File: config.mk
export PLATFORM = sky130hd
export DESIGN_NAME = lfu_oldest_tiebreak_slot_table
export DESIGN_NICKNAME = d
export VERILOG_FILES = /design/src/sv/lfu_ot_pkg.sv /design/src/sv/lfu_oldest_tiebreak_slot_table.sv /design/src/sv/lfu_ot_ram.sv
export VERILOG_INCLUDE_DIRS = /design/src /design/src/sv
export SDC_FILE = /design/constraint.sdc
export NUM_CORES = 1
export LEC_CHECK = 0
export ABC_AREA = 1
export ABC_CLOCK_PERIOD_IN_PS = 4500
export BUFFER_PORTS_ARGS = -buffer_cell sky130_fd_sc_hd__buf_2
export CAP_MARGIN = 40
export CORE_UTILIZATION = 61
export CTS_CLUSTER_SIZE = 12
export DETAILED_ROUTE_END_ITERATION = 12
export PLACE_DENSITY = 0.77
export SETUP_SLACK_MARGIN = 0.02
export SLEW_MARGIN = 20
export SYNTH_ARGS = -nofsm -noshare
export SYNTH_HDL_FRONTEND = slang
export SYNTH_HIERARCHICAL = 1
export SYNTH_SLANG_ARGS = --single-unit
File: constraint.sdc
create_clock -name aclk -period 4.5 [get_ports aclk]
set_clock_uncertainty 0.15 [all_clocks]
set_input_delay 0.9 -clock aclk [delete_from_list [all_inputs] [get_ports aclk]]
set_output_delay 0.9 -clock aclk [all_outputs]
set_load 0.03 [all_outputs]
File: src/sv/lfu_oldest_tiebreak_slot_table_assert.svh
// assertion macros for the lfu slot table
`ifndef LFU_OLDEST_TIEBREAK_SLOT_TABLE_ASSERT_SVH
`define LFU_OLDEST_TIEBREAK_SLOT_TABLE_ASSERT_SVH

// condition holds at every clock out of reset
`define LFU_OT_ASSERT_ALWAYS(label, expr, msg) \
    label: assert property (@(posedge aclk) disable iff (!aresetn) (expr)) \
        else $error(msg);

// consequent holds in the same cycle as the antecedent
`define LFU_OT_ASSERT_IMPLY(label, ante, cons, msg) \
    label: assert property (@(posedge aclk) disable iff (!aresetn) (ante) |-> (cons)) \
        else $error(msg);

`endif

File: src/sv/lfu_ot_pkg.sv
// shared constants for the lfu slot table
`default_nettype none

package lfu_ot_pkg;

    localparam int SLOTS_DEF      = 32;
    localparam int ID_BITS_DEF    = 8;
    localparam int COUNT_BITS_DEF = 16;

    localparam int CFG_BITS = 6;
    localparam logic [CFG_BITS-1:0] CFG_LIMIT_RESET = 6'd32;

endpackage

`default_nettype wire

File: src/sv/lfu_oldest_tiebreak_slot_table.sv
// lfu slot table with oldest-first tie-break on eviction
//
// s_ channel: one identifier per transaction (s_candidate_id). m_ channel: one
// result per input transaction: hit flag, slot, count after the reference, and
// the evicted identifier if an entry had to make room. cfg_we/cfg_wdata set the
// number of slots that may fill before eviction starts; write it only while
// the block is idle.
// A transaction reads slot 0 in the accept cycle, the other slots in the scan
// state, then passes the last and decide states. The table memory delivers one
// slot per cycle and every reference scans all slots for a match, the least-used
// entry and the first free slot. s_ready is high between transactions; one item
// is in work at a time, so the next is taken once the last result is registered.
// The result sits in an output register, so the next transaction is taken
// while m_ready is low; its scan runs, and its result waits in a holding
// register until the output register empties, with s_ready low meanwhile.
// Reset empties the table at once (valid bits in flops, no clearing pass) and
// sets the limit to 32.
`default_nettype none

`include "lfu_oldest_tiebreak_slot_table_assert.svh"

module lfu_oldest_tiebreak_slot_table #(
    parameter int SLOTS      = lfu_ot_pkg::SLOTS_DEF,
    parameter int ID_BITS    = lfu_ot_pkg::ID_BITS_DEF,
    parameter int COUNT_BITS = lfu_ot_pkg::COUNT_BITS_DEF
) (
    input  wire                                          aclk,
    input  wire                                          aresetn,
    input  wire                                          cfg_we,
    input  wire  [lfu_ot_pkg::CFG_BITS-1:0]              cfg_wdata,
    input  wire                                          s_valid,
    output logic                                         s_ready,
    input  wire  [ID_BITS-1:0]                           s_candidate_id,
    output logic                                         m_valid,
    input  wire                                          m_ready,
    output logic                                         m_hit,
    output logic [((SLOTS > 1) ? $clog2(SLOTS) : 1)-1:0] m_slot_index,
    output logic [COUNT_BITS-1:0]                        m_new_count,
    output logic                                         m_evicted,
    output logic [ID_BITS-1:0]                           m_evicted_id
);

    import lfu_ot_pkg::*;

    localparam int IDX_BITS  = (SLOTS > 1) ? $clog2(SLOTS) : 1;
    localparam int RANK_BITS = $clog2(SLOTS + 1);
    localparam int WORD_BITS = ID_BITS + COUNT_BITS + RANK_BITS;
    localparam logic [IDX_BITS-1:0] LAST_IDX = IDX_BITS'(SLOTS - 1);

    typedef enum logic [2:0] {
        S_IDLE,
        S_SCAN,
        S_LAST,
        S_DECIDE,
        S_OUT
    } state_t;

    typedef struct packed {
        logic [ID_BITS-1:0]    ident;
        logic [COUNT_BITS-1:0] refs;
        logic [RANK_BITS-1:0]  rank;
    } entry_t;

    typedef struct packed {
        logic                  hit;
        logic [IDX_BITS-1:0]   slot;
        logic [COUNT_BITS-1:0] count;
        logic                  evicted;
        logic [ID_BITS-1:0]    evicted_id;
    } result_t;

    // control state
    state_t                state_reg, state_next;
    logic [CFG_BITS-1:0]   cfg_limit_reg, cfg_limit_next;
    logic [SLOTS-1:0]      valid_reg, valid_next;
    logic [RANK_BITS-1:0]  occ_reg, occ_next;
    logic                  pend_reg, pend_next;
    logic                  rd_vld_reg, rd_vld_next;
    logic                  found_reg, found_next;
    logic                  min_vld_reg, min_vld_next;
    logic                  free_vld_reg, free_vld_next;
    logic                  m_valid_reg, m_valid_next;

    // payload
    logic [RANK_BITS-1:0]  pend_rank_reg, pend_rank_next;
    logic [IDX_BITS-1:0]   scan_addr_reg, scan_addr_next;
    logic [IDX_BITS-1:0]   rd_idx_reg, rd_idx_next;
    logic [ID_BITS-1:0]    id_reg, id_next;
    logic [IDX_BITS-1:0]   found_idx_reg, found_idx_next;
    logic [COUNT_BITS-1:0] found_refs_reg, found_refs_next;
    logic [RANK_BITS-1:0]  found_rank_reg, found_rank_next;
    logic [IDX_BITS-1:0]   min_idx_reg, min_idx_next;
    logic [COUNT_BITS-1:0] min_refs_reg, min_refs_next;
    logic [RANK_BITS-1:0]  min_rank_reg, min_rank_next;
    logic [ID_BITS-1:0]    min_ident_reg, min_ident_next;
    logic [IDX_BITS-1:0]   free_idx_reg, free_idx_next;
    result_t               hold_reg, hold_next;
    result_t               out_reg, out_next;

    logic                  accept;
    logic                  out_free;
    logic [IDX_BITS-1:0]   rd_addr;
    logic [WORD_BITS-1:0]  rd_data;
    entry_t                rd_word;
    logic                  ent_valid;
    logic                  dec;
    logic [RANK_BITS-1:0]  adj_rank;
    logic [RANK_BITS-1:0]  eff_limit;
    logic                  evict;
    logic [COUNT_BITS-1:0] inc_refs;
    result_t               res;
    entry_t                upd_word;
    entry_t                wb_word;
    logic                  ram_we;
    logic [IDX_BITS-1:0]   ram_waddr;
    logic [WORD_BITS-1:0]  ram_wdata;

    assign s_ready  = (state_reg == S_IDLE);
    assign accept   = s_valid && s_ready;
    assign out_free = !m_valid_reg || m_ready;

    assign m_valid      = m_valid_reg;
    assign m_hit        = out_reg.hit;
    assign m_slot_index = out_reg.slot;
    assign m_new_count  = out_reg.count;
    assign m_evicted    = out_reg.evicted;
    assign m_evicted_id = out_reg.evicted_id;

    // slot 0 is read in the accept cycle, the rest during the scan
    assign rd_addr = (state_reg == S_SCAN) ? scan_addr_reg : '0;
    assign rd_word = entry_t'(rd_data);
    assign ent_valid = valid_reg[rd_idx_reg];

    // close up the ranks left open by the previous eviction
    assign dec      = pend_reg && (rd_word.rank > pend_rank_reg);
    assign adj_rank = dec ? rd_word.rank - RANK_BITS'(1) : rd_word.rank;

    always_comb begin
        if (cfg_limit_reg == '0) begin
            eff_limit = RANK_BITS'(1);
        end else if (int'(cfg_limit_reg) > SLOTS) begin
            eff_limit = RANK_BITS'(SLOTS);
        end else begin
            eff_limit = RANK_BITS'(cfg_limit_reg);
        end
    end

    assign evict    = !found_reg && min_vld_reg && (occ_reg >= eff_limit);
    assign inc_refs = (&found_refs_reg) ? found_refs_reg
                                        : found_refs_reg + COUNT_BITS'(1);

    always_comb begin
        res.hit        = found_reg;
        res.slot       = found_reg ? found_idx_reg : (evict ? min_idx_reg : free_idx_reg);
        res.count      = found_reg ? inc_refs : COUNT_BITS'(1);
        res.evicted    = evict;
        res.evicted_id = evict ? min_ident_reg : '0;
    end

    // new entries take the current occupancy as rank; after an eviction that
    // is one above the dense rank and the next scan brings it down
    always_comb begin
        upd_word.ident = id_reg;
        upd_word.refs  = res.count;
        upd_word.rank  = found_reg ? found_rank_reg : occ_reg;
        wb_word        = rd_word;
        wb_word.rank   = adj_rank;
    end

    always_comb begin
        if (state_reg == S_DECIDE) begin
            ram_we    = 1'b1;
            ram_waddr = res.slot;
            ram_wdata = upd_word;
        end else begin
            ram_we    = rd_vld_reg && ent_valid && dec;
            ram_waddr = rd_idx_reg;
            ram_wdata = wb_word;
        end
    end

    lfu_ot_ram #(
        .WIDTH (WORD_BITS),
        .DEPTH (SLOTS)
    ) u_table (
        .clk   (aclk),
        .we    (ram_we),
        .waddr (ram_waddr),
        .wdata (ram_wdata),
        .raddr (rd_addr),
        .rdata (rd_data)
    );

    always_comb begin
        state_next      = state_reg;
        cfg_limit_next  = cfg_we ? cfg_wdata : cfg_limit_reg;
        valid_next      = valid_reg;
        occ_next        = occ_reg;
        pend_next       = pend_reg;
        pend_rank_next  = pend_rank_reg;
        scan_addr_next  = scan_addr_reg;
        rd_vld_next     = accept || (state_reg == S_SCAN);
        rd_idx_next     = rd_addr;
        id_next         = id_reg;
        found_next      = found_reg;
        found_idx_next  = found_idx_reg;
        found_refs_next = found_refs_reg;
        found_rank_next = found_rank_reg;
        min_vld_next    = min_vld_reg;
        min_idx_next    = min_idx_reg;
        min_refs_next   = min_refs_reg;
        min_rank_next   = min_rank_reg;
        min_ident_next  = min_ident_reg;
        free_vld_next   = free_vld_reg;
        free_idx_next   = free_idx_reg;
        hold_next       = hold_reg;
        out_next        = out_reg;
        m_valid_next    = m_valid_reg && !m_ready;

        case (state_reg)
            S_IDLE: begin
                if (accept) begin
                    id_next        = s_candidate_id;
                    found_next     = 1'b0;
                    min_vld_next   = 1'b0;
                    free_vld_next  = 1'b0;
                    scan_addr_next = IDX_BITS'(1);
                    state_next     = (SLOTS == 1) ? S_LAST : S_SCAN;
                end
            end
            S_SCAN: begin
                scan_addr_next = scan_addr_reg + IDX_BITS'(1);
                if (scan_addr_reg == LAST_IDX) begin
                    state_next = S_LAST;
                end
            end
            S_LAST: begin
                state_next = S_DECIDE;
            end
            S_DECIDE: begin
                // the scan has applied any pending rank close-up
                pend_next      = evict;
                pend_rank_next = min_rank_reg;
                if (!found_reg && !evict) begin
                    valid_next[free_idx_reg] = 1'b1;
                    occ_next                 = occ_reg + RANK_BITS'(1);
                end
                if (out_free) begin
                    out_next     = res;
                    m_valid_next = 1'b1;
                    state_next   = S_IDLE;
                end else begin
                    hold_next  = res;
                    state_next = S_OUT;
                end
            end
            S_OUT: begin
                if (out_free) begin
                    out_next     = hold_reg;
                    m_valid_next = 1'b1;
                    state_next   = S_IDLE;
                end
            end
            default: begin
                state_next = S_IDLE;
            end
        endcase

        // one slot arrives from the table per cycle during the scan
        if (rd_vld_reg) begin
            if (ent_valid && (rd_word.ident == id_reg) && !found_reg) begin
                found_next      = 1'b1;
                found_idx_next  = rd_idx_reg;
                found_refs_next = rd_word.refs;
                found_rank_next = adj_rank;
            end
            if (ent_valid && (!min_vld_reg || (rd_word.refs < min_refs_reg) ||
                              ((rd_word.refs == min_refs_reg) &&
                               (adj_rank < min_rank_reg)))) begin
                min_vld_next   = 1'b1;
                min_idx_next   = rd_idx_reg;
                min_refs_next  = rd_word.refs;
                min_rank_next  = adj_rank;
                min_ident_next = rd_word.ident;
            end
            if (!ent_valid && !free_vld_reg) begin
                free_vld_next = 1'b1;
                free_idx_next = rd_idx_reg;
            end
        end
    end

    always_ff @(posedge aclk) begin
        pend_rank_reg  <= pend_rank_next;
        scan_addr_reg  <= scan_addr_next;
        rd_idx_reg     <= rd_idx_next;
        id_reg         <= id_next;
        found_idx_reg  <= found_idx_next;
        found_refs_reg <= found_refs_next;
        found_rank_reg <= found_rank_next;
        min_idx_reg    <= min_idx_next;
        min_refs_reg   <= min_refs_next;
        min_rank_reg   <= min_rank_next;
        min_ident_reg  <= min_ident_next;
        free_idx_reg   <= free_idx_next;
        hold_reg       <= hold_next;
        out_reg        <= out_next;
        if (!aresetn) begin
            state_reg     <= S_IDLE;
            cfg_limit_reg <= CFG_LIMIT_RESET;
            valid_reg     <= '0;
            occ_reg       <= '0;
            pend_reg      <= 1'b0;
            rd_vld_reg    <= 1'b0;
            found_reg     <= 1'b0;
            min_vld_reg   <= 1'b0;
            free_vld_reg  <= 1'b0;
            m_valid_reg   <= 1'b0;
        end else begin
            state_reg     <= state_next;
            cfg_limit_reg <= cfg_limit_next;
            valid_reg     <= valid_next;
            occ_reg       <= occ_next;
            pend_reg      <= pend_next;
            rd_vld_reg    <= rd_vld_next;
            found_reg     <= found_next;
            min_vld_reg   <= min_vld_next;
            free_vld_reg  <= free_vld_next;
            m_valid_reg   <= m_valid_next;
        end
    end

    `LFU_OT_ASSERT_ALWAYS(a_occ_matches_valid, $countones(valid_reg) == int'(occ_reg), "occupancy off")
    `LFU_OT_ASSERT_IMPLY(a_update_no_scan_write, state_reg == S_DECIDE, !rd_vld_reg, "update in scan")
    `LFU_OT_ASSERT_IMPLY(a_miss_count_one, m_valid && !m_hit, m_new_count == COUNT_BITS'(1), "miss count")
    `LFU_OT_ASSERT_IMPLY(a_evict_on_miss_only, m_valid && m_evicted, !m_hit, "eviction on a hit")

endmodule

`default_nettype wire

File: src/sv/lfu_ot_ram.sv
// generic simple dual-port ram with registered read
`default_nettype none

module lfu_ot_ram #(
    parameter int WIDTH = 8,
    parameter int DEPTH = 32
) (
    input  wire                                            clk,
    input  wire                                            we,
    input  wire  [((DEPTH > 1) ? $clog2(DEPTH) : 1)-1:0]   waddr,
    input  wire  [WIDTH-1:0]                               wdata,
    input  wire  [((DEPTH > 1) ? $clog2(DEPTH) : 1)-1:0]   raddr,
    output logic [WIDTH-1:0]                               rdata
);

    logic [WIDTH-1:0] mem [DEPTH];

    always_ff @(posedge clk) begin
        if (we) begin
            mem[waddr] <= wdata;
        end
        rdata <= mem[raddr];
    end

endmodule

`default_nettype wire
Word level (Yosys, flattened, before mapping):

Memories as Yosys holds them, arrays and structs flattened. A register that Yosys moved wholly into a read port is not among the register bits.
Index checks and enable logic that the tools add are counted.

* add/sub/neg operators: 4
* multipliers: 0
* div/mod/pow operators: 0
* order comparisons: 8
* eq/ne operators: 11
* shift-type cells: 0
* muxes and demuxes: 43
* bitwise operators: 2
* reductions and logical operators: 40

Operators with widths (count)
* $mux 31: 2
* $pmux 31 s2: 1
* $mux 16: 2
* $or 32x32->32: 1
* $mux 30: 1
* $mux 5: 5
* $mux 6: 4
* $mux 1: 19
* $add 16x1->16 const B: 1
* $eq 16x16->1: 1
* $lt 16x16->1: 1
* $reduce_and 16->1: 1
* $pmux 3 s5: 1
* $logic_and 1x1->1: 14
* $reduce_and 2->1: 7
* $lt 5x6->1 const B: 2
* $mux 3: 4
* $pmux 5 s2: 1
* $eq 8x8->1: 1
* $mux 8: 1
* $logic_not 1->1: 7
* $add 6x1->6 const B: 1
* $eq 3x2->1 const B: 2
* $ge 6x6->1: 1
* other kinds (20): 27

* flip-flop bits (word level): 206
* latch bits: 0
* RAM bits: 960
* ROM bits: 0
* input bits: 19
* output and inout port bits: 33
* word-level logic and storage cells: 141
* memories kept: 1

Memories
* u_table.mem: depth 32, bits a word 30, read ports 1, clocked after Yosys merged registers in 1, wr ports 1, RTL line lfu_ot_ram.sv:16 `logic [WIDTH-1:0] mem [DEPTH];`

Longest topological paths before layout:

Gate-level depths: netlist (run 1).

* depth in word-level cells: 9
* gate-level depth with buffers: 21

Hierarchy:

Netlist (run 1), hierarchy kept.

Modules (own cells, without submodules)
* lfu_ot_ram: times used 1, cells an instance 3319, area each 39370.3 um^2
* lfu_oldest_tiebreak_slot_table: times used 1, cells an instance 1090, area each 9918.3 um^2

Worst setup path after synthesis (run 1):

OpenSTA, ideal clock, no wires.

* path type: flip-flop to flip-flop
* start point: register cfg_limit_reg[2]
* end point: memory u_table/mem[29][0] (netlist name), enable pin
* library setup time: 417 ps
* arrival: 3557 ps
* required time: 3933 ps
* setup slack: 375 ps
* cell stages (with the launch flop): 18
* buffers on the path: 1
* period minus slack after synthesis: 4125 ps
* path through: dfxtp_1 -> nor3_1 -> nand2_1 -> nand2_1 -> nand2_1 -> ha_1 -> inv_1 -> nor2_1 -> o211ai_1 -> o2111ai_1 -> nand2_1 -> buf_2 -> nand3_1 -> nand3_1 -> nand2_1 -> o21ai_0 -> nand3_1 -> nor2_1

RTL lines
* start: declaration: RTL line lfu_oldest_tiebreak_slot_table.sv:74 `logic [CFG_BITS-1:0] cfg_limit_reg, cfg_limit_next;`
* start signal: assignment: RTL line lfu_oldest_tiebreak_slot_table.sv:321 `cfg_limit_reg <= cfg_limit_next;`
* end: declaration: RTL line lfu_ot_ram.sv:16

==> run metrics, run 1 <==
wire per inst 22.28 um; first-pass GRT wire length 189,600 um; DRT antenna net count 0; worst-margin pin slew 915.1 ps; max reg flops 960; worst hold slack 252.7 ps; synthesized area 0.04929 mm2; total length of routed wires 125,400 um; H-tree depth reported by CTS 3; Synth Area in Adders 0.009646; post-synthesis area per instance 11.18 um2; critical path data arrival time 4210 ps; Worst slew margin 0.3899; maxcap violations 0; area of the multi-input gates 0.01275 mm2; layout cells sized above 1 0.09218; yosys warns 6; core box area 0.07952 mm2; I/O pins 52; met2 usage 0.4888; setup TNS 0 ps; critical path launch point type flop; Synth Area in Simple Gates 0.2195; TritonRoute pass-1 iters 6; Max Buffers Root-to-Sink 3; run status complete, no violations; GRT overflow 0; met3 Use GR 0.05890; xor/xnor share of the synthesized area 0.002488; largest family of logic cells by synthesized area simple AND/OR/NAND/NOR gates; Reg area 0.03503 mm2; M1 GR Usage 0.4238; Compound-Gate Fraction of Synth Area 0.01947; FF-to-FF setup slack 460 ps; Num CTS Buffers 116; final worst-path cycle share 0.8971; Avg Vias per Cell 5.991; Synth top area share 0.6750; DR iter-0 viols 4,630; Unique masters post-synth 42; Static Leakage 20.56 nW; filler cell count 5,475; root buf cell clkbuf_16; largest net degree at the start of global routing 145; via count 33,720; Hold Path Class input port to flop; Setup CP Type flop to flop; HPWL Detailed 74,570 um; Cell Rows 103; unrepaired setup endpoints after global routing no; Yosys top cell by area edfxtp_1; setup bufs post-CTS 0; clock latency on the worst-skew pair 690 ps; vias in the first global route 32,210; final critical-path setup slack 463.1 ps; DIE HEIGHT 286.3 um; area of the die 0.08194 mm2; Slew Viols, Final 0; Die X 286.3 um; PwrDens 467.5 mW/mm2; Seq cells post-synth 1,196; nets 4,537; clk slew on worst S/H paths 60 ps; worst path required time 4680 ps; Synth Net Count 4,466; post-cts sizing count 0; VDD IR max 361.8 uV; ant diodes 0; # setup viols final 0; mux cell area share after synthesis 0; grt peak-use layer met2; Area growth syn-to-layout 12.22%; CP max FO 14; minimum clock period 4037 ps; crit end category flop; input/output buffers 51; DRC errors left 0; post-place setup slack 516.1 ps; CTS tree yes; cts hold-fix bufs 0; Fin. Hold Viols 0; Initial Util 0.6199; gpl congestion 0.9081; CTS sink cnt 1,196; register area share after synthesis 0.7108; Mapped Cells 4,409; ranking of synthesized cells by area edfxtp_1, nand2_1, nand3_1; initial antenna violation count 3; GRT Util Overall 0.3068; fmax 247.7 MHz
cell usage after synthesis:
cell type,count
nor2_2,4
nor4_1,5
o2111ai_1,2
clkinv_1,2
a31oi_1,3
a21oi_4,1
nand3_2,3
nand4_2,1
nand2_1,1600
buf_4,27
nor2_8,1
a31oi_4,4
o31ai_1,2
a22oi_1,1
nor3_1,9
o211ai_1,3
buf_2,134
a211oi_1,5
o21ai_1,5
clkbuf_1,53
nand4_1,4
nor3_4,1
xor2_1,11
buf_6,5
buf_1,19
xnor2_1,3
nand3_1,808
o21a_1,2
ha_1,38
inv_6,1
or2_2,5
or4_4,1
nor3b_1,1
nor3_2,2
o21ai_0,64
nor2_1,132
a41oi_1,1
edfxtp_1,1108
a21oi_1,74
inv_2,7
inv_1,169
dfxtp_1,88
per-stage QoR:
stage	total power, mW	instances	util	instance area, um2
floorplan	15.20	4409	-	49290
global route	26.61	5628	0.6956	55310
global placement	16.49	5400	0.6473	51470
detailed placement	16.64	5410	0.6492	51620
finish	25.86	5628	0.6956	55310
CTS	25.79	5626	0.6949	55250
power breakdown:
| group | leakage [nW] | internal (mW) | switching [mW] |
|---|---|---|---|
| logic | 8.07 | 0.825 | 2.58 |
| clock network | 1.74 | 5.30 | 3.99 |
| registers | 10.8 | 13.0 | 0.202 |
| total | 20.6 | 19.1 | 6.78 |
final timing paths:
| kind | end | from | depth (start not counted) |
|---|---|---|---|
| worst max-delay path | u_table/mem[23][0] | cfg_limit_reg[2] | 20 |
| worst min-delay path | id_reg[1] | s_candidate_id[1] | 1 |
| worst max register to register | u_table/mem[23][0] | cfg_limit_reg[2] | 20 |
| worst min register to register | valid_reg[7] | valid_reg[7] | 2 |
cell families after synthesis:
family | count (synthesis)
AND/OR/NAND/NOR | 2577
flip-flops | 1196
buffers and inverters | 417
AO/OA/AOI/OAI | 167
adder cells (fa/ha/maj) | 38
XOR/XNOR | 14
critical path: stages (launching register included):
cell and delay, ps:
dfxtp_1 320, nor3_1 200, nand2_1 90, nand2_1 110, nand2_1 70, ha_1 290
inv_1 60, nor2_1 40, o211ai_1 160, o2111ai_1 170, nand2_1 210, inv_2 110
nand2_1 80, nand3_1 130, nand2_1 80, o21ai_0 120, buf_2 210, inv_1 120
nand3_1 380, nor2_4 210, buf_4 340
cell type report:
| class | instances | area share |
|---|---|---|
| sequential | 1196 | 0.6334 |
| multi-input combinational | 2796 | 0.2306 |
| clock buffer | 197 | 0.06090 |
| timing repair buffer | 191 | 0.03393 |
| tap | 1050 | 0.02375 |
| inverter | 179 | 0.01269 |
| clock inverter | 19 | 0.004728 |
cells in the final DEF (no fill, tap or decap), drive strengths merged, types with 2 or more instances in the layout:
cell,netlist,layout
xor2,11,11
clkbuf,53,197
nor2,137,137
xnor2,3,3
nor3,12,12
a211oi,5,5
o211ai,3,3
o21ai,69,69
a31oi,7,7
nor4,5,5
a21oi,75,75
buf,185,191
nand2,1600,1600
edfxtp,1108,1108
clkinv,2,13
nand3,811,811
o2111ai,2,2
o31ai,2,2
dfxtp,88,88
or2,5,5
inv,177,181
o21a,2,2
nand4,5,5
ha,38,38
bufinv,0,4
per-layer routing:
layer | up-vias | share of wire
li1 | 15330 | -
met1 | 16040 | 0.38
met2 | 2059 | 0.47
met3 | 284 | 0.11
met4 | 6 | 0.036
met5 | - | 0.00027
Note: power is estimated with default switching activity, not from simulation.
==> run 2: changes to the inputs <==
--- a/config.mk
+++ b/config.mk
@@ -13,6 +13,7 @@
 export CORE_UTILIZATION = 61
 export CTS_CLUSTER_SIZE = 12
 export DETAILED_ROUTE_END_ITERATION = 12
+export MAX_ROUTING_LAYER = met4
 export PLACE_DENSITY = 0.77
 export SETUP_SLACK_MARGIN = 0.02
 export SLEW_MARGIN = 20
==> run 2 against run 1 <==
Net effect:
- global-route usage rose by 0.91 points
- setup slack improved by 9.9 ps
- first-iteration DRC count down 3.7%
- largest power group unchanged
- critical path depth unchanged
- sequential share of layout area increased by 0.15 points
- via count grew 0.14%
==> run metrics, run 2 (synthesis gave the netlist of run 1 again) <==
run status complete, no violations; total length of routed wires 125,400 um; Worst slew margin 0.3905; CTS sink cnt 1,196; vias in the first global route 32,070; final worst-path cycle share 0.8949; P_sw 6.731 mW; CTS tree yes; Max Buffers Root-to-Sink 3; post-place setup slack 575.7 ps; unrepaired setup endpoints after global routing no; worst hold slack 236.0 ps; max reg flops 960; GRT overflow 0; Crit path top cell by count nand2_1; crit end category flop; Initial Util 0.6199; Fin. Hold Viols 0; Sequential Power Share 0.513; I/O pins 52; worst path bufs/invs 5; commonest non-fill, non-tap cell in the layout nand2_1; gpl congestion 0.9140; Avg Vias per Cell 6.004; Comb power frac 0.131; setup bufs post-CTS 0; DIE HEIGHT 286.3 um; Setup CP Type flop to flop; DR iter-0 viols 4,460; RR Endpoint u_table/mem[23][1]; GRT Util Overall 0.3158; CP max FO 14; CP top delay family simple AND/OR/NAND/NOR gates; via count 33,760; DRT antenna net count 0; hold path start s_candidate_id[0]; # setup viols final 0; Slew Viols, Final 0; wire per inst 22.30 um; setup TNS 0 ps; worst-margin pin slew 914.2 ps; internal power 18.92 mW; Sw Ratio 0.2624; area of the die 0.08194 mm2; Area growth syn-to-layout 11.95%; Hold Path Class input port to flop; cts hold-fix bufs 0; core box area 0.07952 mm2; clock group share of total power 0.356; clock latency on the worst-skew pair 690 ps; worst r2r path cells 20; minimum clock period 4027 ps; PwrDens 464.9 mW/mm2; fmax 248.3 MHz; Static Leakage 20.51 nW; post-cts sizing count 0; CP Cell Sequence nor3_1 -> nand2_1 -> nand2_1 -> nand2_1 -> ha_1 -> inv_1 -> nor2_1 -> o211ai_1 -> o2111ai_1 -> nand2_1 -> inv_2 -> nand2_1 -> nand3_1 -> nand2_1 -> o21ai_0 -> buf_2 -> inv_1 -> nand3_1 -> nor2_4 -> buf_4; root buf cell clkbuf_16; most frequent cells in the layout nand2_1, edfxtp_1, nand3_1; input/output buffers 51; Cell Rows 103; Crit path largest cell delay 370 ps; worst path required time 4700 ps; DRC errors left 0; FF-to-FF setup slack 470 ps; fin area 0.05518 mm2; Die X 286.3 um; dpl cell area 0.05162 mm2; slowest cell on the critical path nand3_1; Num CTS Buffers 117; Hold Path Depth 1; HPWL Detailed 74,370 um; origin of the critical flop-to-flop path cfg_limit_reg[2]; post-layout util 0.6939; clk slew on worst S/H paths 60 ps; maxcap violations 0; critical path launch point type flop; TritonRoute pass-1 iters 9; nets 4,539; final critical-path setup slack 473.0 ps; VDD IR max 350.7 uV; largest net degree at the start of global routing 125; first-pass GRT wire length 189,200 um; filler cell count 5,306; initial antenna violation count 3; critical path data arrival time 4220 ps; H-tree depth reported by CTS 3; layout cells sized above 1 0.09210; Hold Path End id_reg[0]
## run 2: cell types whose count changed in the layout (fill, tap and decap cells not counted), sizes merged
cell	delta
diode	+2
bufinv	-1
buf	+1
inv	+1
clkbuf	-12
clkinvlp	+2
clkinv	+2
## run 2: worst max path at each step
stage	slack, ps	end	from	depth (start not counted)
after CTS	530	u_table/mem[23][1]	cfg_limit_reg[2]	20
final	470	u_table/mem[23][1]	cfg_limit_reg[2]	20
after detailed placement	580	u_table/mem[23][2]	cfg_limit_reg[2]	20
after floorplan	380	u_table/mem[29][0]	cfg_limit_reg[2]	17
after global placement	420	u_table/mem[15][11]	cfg_limit_reg[2]	19
after global routing	270	u_table/mem[23][19]	cfg_limit_reg[2]	20
## run 2: per-layer routing
metal | vias up | share of wire | GRT usage
li1 | 15310 | - | -
met1 | 16210 | 0.38 | 0.4238
met2 | 1998 | 0.47 | 0.4884
met3 | 247 | 0.11 | 0.05731
met4 | 0 | 0.030 | 0.1122
met5 | - | 0 | -
## run 2: power groups by stage
stage | clock (mW) | sequential (mW) | combinational (mW)
after floorplan | 0 | 13.3 | 1.90
after global placement | 0 | 13.4 | 3.09
after detailed placement | 0 | 13.4 | 3.24
after CTS | 9.19 | 13.2 | 3.27
after global routing | 9.61 | 13.2 | 3.61
final | 9.12 | 13.2 | 3.37
## run 2: final cells by class
type	instances	area [um2]	share of cell area
Antenna cell	2	5.005	0.00009070
Clock buffer	185	3294	0.05971
Clock inverter	23	225.2	0.004082
Inverter	179	701.9	0.01272
Multi-Input combinational cell	2796	12740	0.2310
Sequential cell	1196	35030	0.6349
Tap cell	1050	1314	0.02381
Timing Repair Buffer	192	1859	0.03370
## run 2: through the flow
step | total power [mW] | std cells
after floorplan | 15.20 | 4409
after global placement | 16.47 | 5401
after detailed placement | 16.63 | 5411
after CTS | 25.61 | 5619
after global routing | 26.39 | 5623
final | 25.65 | 5623
